==> src/hw/rtl/bcdk_pkg.sv <==
package bcdk_pkg;

    // stream widths
    localparam int S_TDATA_W = 8;
    localparam int S_TUSER_W = 1;
    localparam int M_TDATA_W = 80;
    localparam int M_TUSER_W = 3;

    // result tdata field positions (lowest bit of each field)
    localparam int OF_PAYLOAD_BYTE  = 0;
    localparam int OF_KEYWORD       = 8;
    localparam int OF_SERVO_ONE     = 11;
    localparam int OF_SERVO_TWO     = 19;
    localparam int OF_CHECKSUM_OK   = 27;
    localparam int OF_RX_CHECKSUM   = 28;
    localparam int OF_CALC_CHECKSUM = 36;
    localparam int OF_LINE_COUNT    = 44;
    localparam int OF_BLOCK_NUMBER  = 59;
    localparam int M_TDATA_USED     = 75;

    // result tuser flag positions
    localparam int UF_PAYLOAD_VALID = 0;
    localparam int UF_BLOCK_DONE    = 1;
    localparam int UF_HEADER_DONE   = 2;

    // configuration register map (index selected by paddr[2])
    localparam int  APB_ADDR_W            = 3;
    localparam int  APB_DATA_W            = 32;
    localparam logic REG_DEFAULT_BLOCK_LEN = 1'b0;
    localparam logic [7:0] DEFAULT_BLOCK_LEN_RST = 8'd64;

    // header and checksum constants
    localparam logic [7:0] HDR_VALID_MARK = 8'd255;
    localparam logic [8:0] CSUM_MOD       = 9'd254;
    localparam logic [8:0] CSUM_MOD_X2    = 9'd508;
    localparam logic [7:0] CSUM_ZERO_AS   = 8'd254;
    localparam logic signed [16:0] LC_BIAS  = 17'sd100;
    localparam logic signed [16:0] LC_SCALE = 17'sd100;

    // servo positions
    localparam logic [7:0] SERVO_ONE_CENTER = 8'd90;
    localparam logic [7:0] SERVO_TWO_CENTER = 8'd120;
    localparam logic [7:0] SERVO_ONE_UP     = 8'd100;
    localparam logic [7:0] SERVO_ONE_DOWN   = 8'd80;
    localparam logic [7:0] SERVO_TWO_LOW    = 8'd110;
    localparam logic [7:0] SERVO_TWO_HIGH   = 8'd130;

    // keyword byte patterns, newest byte lowest
    localparam logic [15:0] KW_UP_PAT    = 16'h7570;
    localparam logic [7:0]  KW_RIGHT_R   = 8'h72;
    localparam logic [31:0] KW_RIGHT_PAT = 32'h69676874;
    localparam logic [31:0] KW_LEFT_PAT  = 32'h6C656674;
    localparam logic [31:0] KW_DOWN_PAT  = 32'h646F776E;

    typedef enum logic [2:0] {
        KW_NONE  = 3'd0,
        KW_UP    = 3'd1,
        KW_RIGHT = 3'd2,
        KW_LEFT  = 3'd3,
        KW_DOWN  = 3'd4
    } keyword_t;

    // framing phase: four header bytes, then blocks
    typedef enum logic [2:0] {
        PH_HDR0  = 3'd0,
        PH_HDR1  = 3'd1,
        PH_HDR2  = 3'd2,
        PH_HDR3  = 3'd3,
        PH_BLOCK = 3'd4
    } phase_t;

endpackage

==> src/hw/rtl/block_checksum_deframer_keywords_top.sv <==
// channel   | direction | ports                   | content
// ----------+-----------+-------------------------+------------------------------------
// s_axis    | in        | tvalid/tready/tdata/tuser | one received byte or a clear request
// m_axis    | out       | tvalid/tready/tdata/tuser | one result per input transaction
// apb       | in/out    | psel/penable/pwrite/...   | default block length register
//
// one transaction per cycle unless m_axis stalls: the byte is decoded by
// single-level logic from the framing state and enters the result register
// when accepted. the result register frees at the edge it is taken, so
// s_axis_tready follows m_axis_tready while a result is pending. synchronous
// active-low reset clears framing state, servos to center, block length to 64.
module block_checksum_deframer_keywords_top (
    input  logic                                aclk,
    input  logic                                aresetn,
    // apb configuration
    input  logic                                psel,
    input  logic                                penable,
    input  logic                                pwrite,
    input  logic [bcdk_pkg::APB_ADDR_W-1:0]     paddr,
    input  logic [bcdk_pkg::APB_DATA_W-1:0]     pwdata,
    output logic [bcdk_pkg::APB_DATA_W-1:0]     prdata,
    output logic                                pready,
    // input stream
    input  logic                                s_axis_tvalid,
    output logic                                s_axis_tready,
    input  logic [bcdk_pkg::S_TDATA_W-1:0]      s_axis_tdata,  // [7:0] rx_byte
    input  logic [bcdk_pkg::S_TUSER_W-1:0]      s_axis_tuser,  // [0] mode
    // result stream
    output logic                                m_axis_tvalid,
    input  logic                                m_axis_tready,
    // [7:0] payload_byte, [10:8] keyword, [18:11] servo_one, [26:19] servo_two,
    // [27] checksum_ok, [35:28] received_checksum, [43:36] computed_checksum,
    // [58:44] line_count, [74:59] block_number, [79:75] zero
    output logic [bcdk_pkg::M_TDATA_W-1:0]      m_axis_tdata,
    // [0] payload_valid, [1] block_done, [2] header_done
    output logic [bcdk_pkg::M_TUSER_W-1:0]      m_axis_tuser
);
    import bcdk_pkg::*;

    // configuration register
    logic [7:0] default_len_reg;
    logic       cfg_write;

    // framing state
    phase_t      phase_reg, phase_next;
    logic [7:0]  first_hdr_reg, first_hdr_next;
    logic [7:0]  second_hdr_reg, second_hdr_next;
    logic [7:0]  block_len_reg, block_len_next;
    logic [7:0]  byte_in_block_reg, byte_in_block_next;
    logic [7:0]  running_sum_reg, running_sum_next;
    logic [31:0] recent_reg, recent_next;
    logic [7:0]  older_reg, older_next;
    logic [15:0] blocks_reg, blocks_next;
    logic [7:0]  servo_one_reg, servo_one_next;
    logic [7:0]  servo_two_reg, servo_two_next;

    // result register
    logic                 m_valid_reg;
    logic [M_TDATA_W-1:0] m_data_reg, m_data_next;
    logic [M_TUSER_W-1:0] m_user_reg, m_user_next;

    logic       s_accept;
    logic       clear_req;
    logic [7:0] rx_byte;

    // datapath helpers
    logic [8:0]         sum_wide;
    logic [7:0]         sum_mod;
    logic [7:0]         calc_csum;
    logic [31:0]        shifted;
    keyword_t           kw;
    logic signed [16:0] line_count_full;

    // result fields
    logic          r_payload_valid;
    logic [7:0]    r_payload_byte;
    keyword_t      r_keyword;
    logic          r_block_done;
    logic          r_checksum_ok;
    logic [7:0]    r_rx_csum;
    logic [7:0]    r_calc_csum;
    logic          r_header_done;
    logic [14:0]   r_line_count;

    assign clear_req     = s_axis_tuser[0];
    assign rx_byte       = s_axis_tdata[7:0];
    assign s_axis_tready = !m_valid_reg || m_axis_tready;
    assign s_accept      = s_axis_tvalid && s_axis_tready;

    // apb register access
    assign pready    = 1'b1;
    assign cfg_write = psel && penable && pwrite && (paddr[2] == REG_DEFAULT_BLOCK_LEN);
    assign prdata    = (paddr[2] == REG_DEFAULT_BLOCK_LEN)
                     ? {{(APB_DATA_W-8){1'b0}}, default_len_reg} : '0;

    always_ff @(posedge aclk) begin
        if (!aresetn) begin
            default_len_reg <= DEFAULT_BLOCK_LEN_RST;
        end else if (cfg_write) begin
            default_len_reg <= pwdata[7:0];
        end
    end

    // framing phase next state
    always_comb begin
        phase_next = phase_reg;
        if (clear_req) begin
            phase_next = PH_HDR0;
        end else begin
            unique case (phase_reg)
                PH_HDR0:  phase_next = PH_HDR1;
                PH_HDR1:  phase_next = PH_HDR2;
                PH_HDR2:  phase_next = PH_HDR3;
                PH_HDR3:  phase_next = PH_BLOCK;
                PH_BLOCK: phase_next = PH_BLOCK;
                default:  phase_next = PH_HDR0;
            endcase
        end
    end

    // running checksum mod 254 and keyword match on the shifted window
    always_comb begin
        sum_wide = {1'b0, running_sum_reg} + {1'b0, rx_byte};
        if (sum_wide >= CSUM_MOD_X2) begin
            sum_mod = '0;
        end else if (sum_wide >= CSUM_MOD) begin
            sum_mod = 8'(sum_wide - CSUM_MOD);
        end else begin
            sum_mod = sum_wide[7:0];
        end
        calc_csum = (running_sum_reg == 8'd0) ? CSUM_ZERO_AS : running_sum_reg;
        shifted   = {recent_reg[23:0], rx_byte};
        priority if (shifted[15:0] == KW_UP_PAT) begin
            kw = KW_UP;
        end else if (recent_reg[31:24] == KW_RIGHT_R && shifted == KW_RIGHT_PAT) begin
            kw = KW_RIGHT;
        end else if (shifted == KW_LEFT_PAT) begin
            kw = KW_LEFT;
        end else if (shifted == KW_DOWN_PAT) begin
            kw = KW_DOWN;
        end else begin
            kw = KW_NONE;
        end
        line_count_full = ($signed({9'b0, first_hdr_reg}) - LC_BIAS) * LC_SCALE
                        + ($signed({9'b0, second_hdr_reg}) - LC_BIAS);
    end

    // state update and result fields for one byte
    always_comb begin
        first_hdr_next     = first_hdr_reg;
        second_hdr_next    = second_hdr_reg;
        block_len_next     = block_len_reg;
        byte_in_block_next = byte_in_block_reg;
        running_sum_next   = running_sum_reg;
        recent_next        = recent_reg;
        older_next         = older_reg;
        blocks_next        = blocks_reg;
        servo_one_next     = servo_one_reg;
        servo_two_next     = servo_two_reg;

        r_payload_valid = 1'b0;
        r_payload_byte  = '0;
        r_keyword       = KW_NONE;
        r_block_done    = 1'b0;
        r_checksum_ok   = 1'b0;
        r_rx_csum       = '0;
        r_calc_csum     = '0;
        r_header_done   = 1'b0;
        r_line_count    = '0;

        if (clear_req) begin
            first_hdr_next     = '0;
            second_hdr_next    = '0;
            block_len_next     = default_len_reg;
            byte_in_block_next = '0;
            running_sum_next   = '0;
            recent_next        = '0;
            older_next         = '0;
            blocks_next        = '0;
            servo_one_next     = SERVO_ONE_CENTER;
            servo_two_next     = SERVO_TWO_CENTER;
        end else begin
            unique case (phase_reg)
                PH_HDR0: first_hdr_next  = rx_byte;
                PH_HDR1: second_hdr_next = rx_byte;
                PH_HDR2: recent_next     = {24'b0, rx_byte};
                PH_HDR3: begin
                    if (rx_byte == HDR_VALID_MARK) begin
                        block_len_next = recent_reg[7:0];
                        r_header_done  = 1'b1;
                        r_line_count   = line_count_full[14:0];
                    end else begin
                        block_len_next = default_len_reg;
                    end
                    recent_next        = '0;
                    older_next         = '0;
                    byte_in_block_next = '0;
                    running_sum_next   = '0;
                end
                PH_BLOCK: begin
                    if (byte_in_block_reg >= block_len_reg) begin
                        // checksum byte closes the block
                        r_block_done       = 1'b1;
                        r_checksum_ok      = (calc_csum == rx_byte);
                        r_rx_csum          = rx_byte;
                        r_calc_csum        = calc_csum;
                        blocks_next        = blocks_reg + 16'd1;
                        byte_in_block_next = '0;
                        running_sum_next   = '0;
                        recent_next        = '0;
                        older_next         = '0;
                    end else begin
                        // payload byte
                        older_next         = recent_reg[31:24];
                        recent_next        = shifted;
                        running_sum_next   = sum_mod;
                        byte_in_block_next = byte_in_block_reg + 8'd1;
                        r_payload_valid    = 1'b1;
                        r_payload_byte     = rx_byte;
                        r_keyword          = kw;
                        unique case (kw)
                            KW_UP: begin
                                servo_one_next = SERVO_ONE_UP;
                                servo_two_next = SERVO_TWO_LOW;
                            end
                            KW_RIGHT: begin
                                servo_one_next = SERVO_ONE_UP;
                                servo_two_next = SERVO_TWO_HIGH;
                            end
                            KW_LEFT: begin
                                servo_one_next = SERVO_ONE_DOWN;
                                servo_two_next = SERVO_TWO_LOW;
                            end
                            KW_DOWN: begin
                                servo_one_next = SERVO_ONE_DOWN;
                                servo_two_next = SERVO_TWO_HIGH;
                            end
                            default: ;
                        endcase
                    end
                end
                default: ;
            endcase
        end
    end

    // pack the result transaction
    always_comb begin
        m_data_next = '0;
        m_data_next[OF_PAYLOAD_BYTE  +: 8]  = r_payload_byte;
        m_data_next[OF_KEYWORD       +: 3]  = r_keyword;
        m_data_next[OF_SERVO_ONE     +: 8]  = servo_one_next;
        m_data_next[OF_SERVO_TWO     +: 8]  = servo_two_next;
        m_data_next[OF_CHECKSUM_OK]         = r_checksum_ok;
        m_data_next[OF_RX_CHECKSUM   +: 8]  = r_rx_csum;
        m_data_next[OF_CALC_CHECKSUM +: 8]  = r_calc_csum;
        m_data_next[OF_LINE_COUNT    +: 15] = r_line_count;
        m_data_next[OF_BLOCK_NUMBER  +: 16] = blocks_next;
        m_user_next = '0;
        m_user_next[UF_PAYLOAD_VALID] = r_payload_valid;
        m_user_next[UF_BLOCK_DONE]    = r_block_done;
        m_user_next[UF_HEADER_DONE]   = r_header_done;
    end

    // framing state registers
    always_ff @(posedge aclk) begin
        if (!aresetn) begin
            phase_reg         <= PH_HDR0;
            first_hdr_reg     <= '0;
            second_hdr_reg    <= '0;
            block_len_reg     <= DEFAULT_BLOCK_LEN_RST;
            byte_in_block_reg <= '0;
            running_sum_reg   <= '0;
            recent_reg        <= '0;
            older_reg         <= '0;
            blocks_reg        <= '0;
            servo_one_reg     <= SERVO_ONE_CENTER;
            servo_two_reg     <= SERVO_TWO_CENTER;
        end else if (s_accept) begin
            phase_reg         <= phase_next;
            first_hdr_reg     <= first_hdr_next;
            second_hdr_reg    <= second_hdr_next;
            block_len_reg     <= block_len_next;
            byte_in_block_reg <= byte_in_block_next;
            running_sum_reg   <= running_sum_next;
            recent_reg        <= recent_next;
            older_reg         <= older_next;
            blocks_reg        <= blocks_next;
            servo_one_reg     <= servo_one_next;
            servo_two_reg     <= servo_two_next;
        end
    end

    // result register
    always_ff @(posedge aclk) begin
        if (!aresetn) begin
            m_valid_reg <= 1'b0;
        end else if (s_accept) begin
            m_valid_reg <= 1'b1;
        end else if (m_axis_tready) begin
            m_valid_reg <= 1'b0;
        end
    end

    always_ff @(posedge aclk) begin
        if (s_accept) begin
            m_data_reg <= m_data_next;
            m_user_reg <= m_user_next;
        end
    end

    assign m_axis_tvalid = m_valid_reg;
    assign m_axis_tdata  = m_data_reg;
    assign m_axis_tuser  = m_user_reg;

endmodule

==> config.mk <==
export PLATFORM = sky130hd
export DESIGN_NAME = block_checksum_deframer_keywords_top
export DESIGN_NICKNAME = d
export VERILOG_FILES = /design/src/hw/rtl/bcdk_pkg.sv /design/src/hw/rtl/block_checksum_deframer_keywords_top.sv
export SDC_FILE = /design/constraint.sdc
export NUM_CORES = 1
export LEC_CHECK = 0
export ABC_CLOCK_PERIOD_IN_PS = 11100
export BUFFER_PORTS_ARGS = -buffer_cell sky130_fd_sc_hd__buf_2
export CAP_MARGIN = 25
export CELL_PAD_IN_SITES_DETAIL_PLACEMENT = 1
export CELL_PAD_IN_SITES_GLOBAL_PLACEMENT = 1
export CORE_ASPECT_RATIO = 0.9
export CORE_MARGIN = 4
export CORE_UTILIZATION = 47
export DETAILED_ROUTE_END_ITERATION = 12
export PLACE_DENSITY_LB_ADDON = 0.1
export SYNTH_ARGS = -nofsm -noshare
export SYNTH_HDL_FRONTEND = slang
export SYNTH_SLANG_ARGS = --single-unit
==> constraint.sdc <==
create_clock -name aclk -period 11.1 [get_ports aclk]
set_input_delay 1.665 -clock aclk [delete_from_list [all_inputs] [get_ports aclk]]
set_output_delay 1.665 -clock aclk [all_outputs]
set_load 0.02 [all_outputs]
### After elaboration in Yosys (flattened, before gate mapping)

Cells that the tools add are included.

* $add $sub $neg: 7
* $mul: 1
* $lt $le $gt $ge: 3
* equal/unequal tests: 15
* multiplexer cells: 42
* bitwise operators: 5
* reductions and logical operators: 30

Operator list (number)
* $mux 8: 21
* $eq 32x31->1 const B: 3
* $pmux 32 s3: 1
* $mux 32: 2
* $pmux 8 s2: 4
* $mux 16: 3
* $sub 8x7->9 const B: 2
* $add 16x1->16 const B: 1
* $eq 16x15->1 const B: 1
* $add 15x9->15: 1
* $mux 3: 5
* $reduce_or 2->1: 7
* $mul 9x6->13 const B: 1
* $eq 3x2->1 const B: 4
* $pmux 3 s4: 1
* $reduce_and 2->1: 5
* $add 8x8->9: 1
* $ge 9x8->1 const B: 1
* $ge 9x9->1 const B: 1
* $reduce_or 3->1: 3
* $add 8x1->8 const B: 1
* $eq 8x7->1 const B: 1
* $eq 8x8->1: 1
* $eq 8x8->1 const B: 1
* 14 further kinds: 31

* register bits: 194
* input bits: 51
* output and inout port bits: 118
* logic and storage cells: 121

### Logic depth before layout (Yosys ltp)

* word-level depth: 11
* depth in mapped cells: 21
* mapped depth without buffers: 21

### Least setup slack after synthesis

Ideal clock, no wire load.

* path kind: in2reg
* from: in m_axis_tready
* to: reg first_hdr_reg[0]
* library setup time: 0.128 ns
* arrival time: 5.226 ns
* required time: 10.972 ns
* setup slack: 5.747 ns
* stages on the path: 6
* path buffers: 0
* path through: nand2b_1 -> nand2_1 -> clkinv_1 -> o21ai_1 -> mux2i_1 -> nor2_1

* longest elaborated chain between the ends: 3

Ends and longest elaborated chain
* from (decl): line block_checksum_deframer_keywords_top.sv:30 `input logic m_axis_tready,`
* $logic_or 1x1->1: line block_checksum_deframer_keywords_top.sv:87 `assign s_axis_tready = !m_valid_reg || m_axis_tready;`
* $logic_and 1x1->1: line block_checksum_deframer_keywords_top.sv:88 `assign s_accept = s_axis_tvalid && s_axis_tready;`
* via s_accept: line block_checksum_deframer_keywords_top.sv:62 `logic s_accept;`
* $reduce_and 2->1 (no line)
* to (signal assigned): line block_checksum_deframer_keywords_top.sv:281 `first_hdr_reg <= first_hdr_next;`
* to (decl): line block_checksum_deframer_keywords_top.sv:46 `logic [7:0] first_hdr_reg, first_hdr_next;`

The timed path passes the listed nets, and every way through them passes these cells.
A chain may end at the register's enable or synchronous reset.

### Worst setup path in the final report

* from: reg first_hdr_reg[2]
* to: reg m_data_reg[58] (netlist: m_axis_tdata[58]) (data pin)

* longest elaborated chain between the ends: 3

Ends and longest elaborated chain
* $sub 8x7->9: line block_checksum_deframer_keywords_top.sv:144 `line_count_full = ($signed({9'b0, first_hdr_reg}) - LC_BIAS) * LC_SCALE`
* $mul 9x6->13: line block_checksum_deframer_keywords_top.sv:144
* $add 15x9->15: line block_checksum_deframer_keywords_top.sv:145 `+ ($signed({9'b0, second_hdr_reg}) - LC_BIAS);`
* to (signal assigned): line block_checksum_deframer_keywords_top.sv:307 `m_data_reg <= m_data_next;`
* to (decl): line block_checksum_deframer_keywords_top.sv:59 `logic [M_TDATA_W-1:0] m_data_reg, m_data_next;`

No other way between the ends.

==> results_tabular.tex <==
\begin{tabular}{lr}
\hline
Metric & Value \\
\hline
\multicolumn{2}{l}{\textbf{Timing}} \\
\quad Total Neg Setup Slack & 0 ns \\
\quad Max-Slew Margin vs Limit & 0.348 \\
\quad Least-Margin Pin Slew & approximately 0.97 ns \\
\quad Final-report hold violation count & 0 \\
\quad Unrepaired setup endpoints after global routing & no \\
\quad Final slew viol count & 0 \\
\quad Setup skew after layout & 0.0158 ns \\
\quad Part of the cycle the worst path needs & 0.424 \\
\quad F\_max & $\sim$210 MHz \\
\quad Final number of setup-violating endpoints & 0 \\
\quad Time the final worst path needs with I/O delays and setup & 4.71 ns \\
\multicolumn{2}{l}{\textbf{Die}} \\
\quad Count of standard-cell rows & 52 \\
\quad Die W & approximately 170 um \\
\quad Total die area & approximately 25000 sq um \\
\quad Core Region & between 20000 and 25000 sq um \\
\quad Number of top-level pins & 169 \\
\quad DIE HEIGHT & about 150 um \\
\quad Effective utilization at floorplan & 0.476 \\
\multicolumn{2}{l}{\textbf{Clocking}} \\
\quad Resized Gates After CTS & 0 \\
\quad Post-CTS setup repair buffer count & 0 \\
\quad Root Buffer Master & clkbuf\_16 \\
\quad Number of buffers added by the clock tree synthesis step & 17 \\
\quad Reg clk slew, reported paths & approximately 0.08 ns \\
\quad Max clock buf depth & 2 \\
\quad Count of hold buffers inserted by post-cts repair & 0 \\
\quad Insertion delay to the later sink of the worst-skew pair & about 0.45 ns \\
\quad Number of clock sinks & a little under 200 \\
\quad Number of levels the H-tree was split into & 4 \\
\quad Clock tree from TritonCTS & done \\
\multicolumn{2}{l}{\textbf{Routing}} \\
\quad Routed WL per cell & roughly 18 um \\
\quad Detailed-route via count & roughly 8600 \\
\quad Post-DRT Antenna Nets & 0 \\
\quad Mean number of vias per cell & 5.60 \\
\quad Detailed-routing iteration count for the pre-antenna-repair pass & 5 \\
\quad Post-route DRC violation count & 0 \\
\quad Final wirelength & approximately 28000 um \\
\quad Number of DRC markers after the initial detailed-route iteration & around 470 \\
\multicolumn{2}{l}{\textbf{Status}} \\
\quad Status & finished clean \\
\multicolumn{2}{l}{\textbf{Global route}} \\
\quad First-pass GRT wire length & 45800 um \\
\quad Initial antenna violation count & 0 \\
\quad Gr usage total & 0.222 \\
\quad Overflow after GRT & 0 \\
\quad Number of global-route vias before repair & between 8000 and 9000 \\
\quad Largest net degree at the start of global routing & 65 \\
\multicolumn{2}{l}{\textbf{Synthesis}} \\
\quad Largest cells by area after synthesis & edfxtp\_1, dfxtp\_1, ha\_1, nor2\_1, a21oi\_1 \\
\quad Area leader, netlist & edfxtp\_1 \\
\quad Synthesized area per cell & between 9 and 10 sq um \\
\quad Primary flip-flop cell chosen by synthesis mapping & dfxtp\_1 \\
\quad Ys async rst share & 0 \\
\quad EDFF count, synth & 78 \\
\quad Count of mapped cells out of synthesis & approximately 1100 \\
\quad Count of distinct cell types in the synthesized netlist & 78 \\
\quad Sequential fraction of the synthesis area & 0.437 \\
\quad Number of warnings reported in the yosys synthesis log & 0 \\
\quad Area of the mapped netlist & $\sim$11000 sq um \\
\quad Area share of the largest cell type after synthesis & 0.220 \\
\quad Yosys reg bits & 194 \\
\multicolumn{2}{l}{\textbf{Placement}} \\
\quad Placed instance area & 11400 sq um \\
\quad DP HPWL & $\sim$20000 um \\
\quad Total of buffers placed on input and output ports & 112 \\
\quad Final weighted congestion in routability-driven placement & 0.840 \\
\multicolumn{2}{l}{\textbf{Worst setup path}} \\
\quad CP Launch Type & flop \\
\quad Crit path kind & reg -> reg \\
\quad Arrival @ worst endpoint & approximately 4.9 ns \\
\quad Top fanout value on the critical path & 5 \\
\quad R2r startpoint & first\_hdr\_reg[2] \\
\quad Worst setup startpoint & first\_hdr\_reg[2] \\
\quad Critical path required time & 11.29 ns \\
\quad Endpoint class of the critical path & flop \\
\multicolumn{2}{l}{\textbf{Pwr}} \\
\quad Net Switching & between 500 and 600 uW \\
\quad Peak supply drop & a little over 0.09 mV \\
\quad Cell Int Power & between 1000 and 1500 uW \\
\quad Part of the total power dissipated in combinational logic & 0.230 \\
\quad Areal power density over the cells & between 150 and 200 nW/um\^{}2 \\
\quad Leakage & approximately 0.0049 uW \\
\quad Sequential share of power & 0.423 \\
\quad Switching portion of total power & 0.320 \\
\quad Portion of total power attributed to the clock network & 0.347 \\
\multicolumn{2}{l}{\textbf{Cells and area}} \\
\quad Total Nets Final & 1347 \\
\quad Number of flip-flops under the largest register name & 75 \\
\quad Layout area overhead & 12.5\% \\
\quad Final design instance area without fill & about 12000 sq um \\
\quad Fill cell instance count of the final layout & approximately 2600 \\
\quad Final antenna diode count & 0 \\
\quad Share of cells above drive strength 1 & 0.144 \\
\quad Sequential cell area & $\sim$4700 sq um \\
\quad Footprint of the multi-input gates & approximately 5600 sq um \\
\multicolumn{2}{l}{\textbf{Worst hold path}} \\
\quad Type of the tightest min-delay check & reg -> reg \\
\quad Launch point of the worst hold path & servo\_one\_reg[6] \\
\multicolumn{2}{l}{\textbf{Flow run}} \\
\quad Reported max-cap violation count & 0 \\
\hline
\end{tabular}
## per-stage QoR
step	hold WS, ns	total power, uW	setup WS, ns	utilization	cells
2_1_floorplan	0.405	1120	5.75	-	1172
3_3_place_gp	0.423	1190	6.47	0.507	1507
3_5_place_dp	0.426	1200	6.40	0.507	1508
4_1_cts	0.445	1830	6.37	0.535	1540
5_1_grt	0.451	1910	6.03	0.536	1541
6_report	0.443	1810	6.39	0.536	1541
## cell usage in the layout, fill, tap and decap left out, types with 10 or more instances in the layout
master / n
o21a_1: 11
inv_1: 31
edfxtp_1: 78
nand2_1: 89
a21oi_1: 77
conb_1: 30
xnor2_1: 23
xor2_1: 37
nor2b_1: 25
nand4_1: 15
a31oi_1: 13
and3_1: 34
a211oi_1: 14
buf_2: 112
nor3_1: 27
mux2i_1: 25
nor2_1: 116
o21ai_0: 38
clkbuf_16: 17
or3_1: 13
a21o_1: 20
ha_1: 59
o211ai_1: 10
dfxtp_1: 116
nand3_1: 56
## Yosys cell counts, drive strengths merged (4+ instances only)
| cell type | instances |
|---|---|
| a211oi | 15 |
| a21o | 20 |
| a21oi | 77 |
| a22oi | 8 |
| a31oi | 13 |
| and2 | 8 |
| and3 | 34 |
| buf | 34 |
| clkbuf | 48 |
| dfxtp | 116 |
| edfxtp | 78 |
| fa | 6 |
| ha | 59 |
| inv | 32 |
| mux2i | 25 |
| nand2 | 89 |
| nand2b | 9 |
| nand3 | 56 |
| nand3b | 6 |
| nand4 | 16 |
| nand4b | 5 |
| nor2 | 116 |
| nor2b | 25 |
| nor3 | 27 |
| nor4 | 8 |
| o211ai | 10 |
| o21a | 11 |
| o21ai | 42 |
| or2 | 9 |
| or3 | 15 |
| or4 | 4 |
| xnor2 | 23 |
| xor2 | 37 |
## routing by layer
layer  share of wire  GRT usage
met1            0.48      0.306
met2            0.47      0.377
met3           0.037     0.0339
met4          0.0085     0.0429
met5               0          0
## worst max-delay path: stages, from the launching register on
cell      delay [ns]
dfxtp_1         0.44
inv_1           0.14
ha_1            0.27
xor2_1          0.30
ha_1            0.29
ha_1            0.32
xor2_1          0.17
ha_1            0.33
ha_1            0.33
nor2b_1         0.14
o21ai_0         0.15
nand2b_1        0.10
xor2_1          0.15
ha_1            0.34
and3_1          0.19
a21oi_1         0.11
o21ai_0         0.12
o41ai_1         0.34
xnor2_1         0.17
nor2_1          0.05
## cell families (layout without fill, tap and decap cells)
family / Yosys count / count (layout) / share of synthesized area
and+or+nand+nor: 449 / 449 / 0.218
AOI/OAI and AO/OA: 231 / 231 / 0.137
DFF: 194 / 194 / 0.437
buffers and inverters: 117 / 189 / 0.0520
adders and majority gates: 65 / 65 / 0.0805
xor gates and xnor gates: 60 / 60 / 0.0493
muxes: 26 / 26 / 0.0245
other: 2 / 30 / 0.000704
## power by group through the flow
stage	clock network, uW	registers [uW]	logic, uW
detailed placement	0	784	416
finish	629	767	417
CTS	638	767	420
global route	668	769	475
floorplan	0	797	323
global placement	0	783	407
## path summary, 6_finish.rpt
| kind | to | slack (ns) | depth (start not counted) |
|---|---|---|---|
| setup reg to reg | m_axis_tdata[58] | 6.39 | 19 |
| hold reg to reg | servo_one_reg[6] | 0.44 | 1 |
| hold / removal | servo_one_reg[6] | 0.44 | 1 |
| setup / recovery | m_axis_tdata[58] | 6.39 | 19 |
## cell type report
cell class,count,share of cell area
Inverter,35,0.0111
Multi-Input combinational cell,861,0.463
Tap cell,297,0.0310
Clock inverter,15,0.0153
Timing Repair Buffer,122,0.0547
Sequential cell,194,0.389
Clock buffer,17,0.0355
Note: power is estimated with default switching activity, not from simulation.
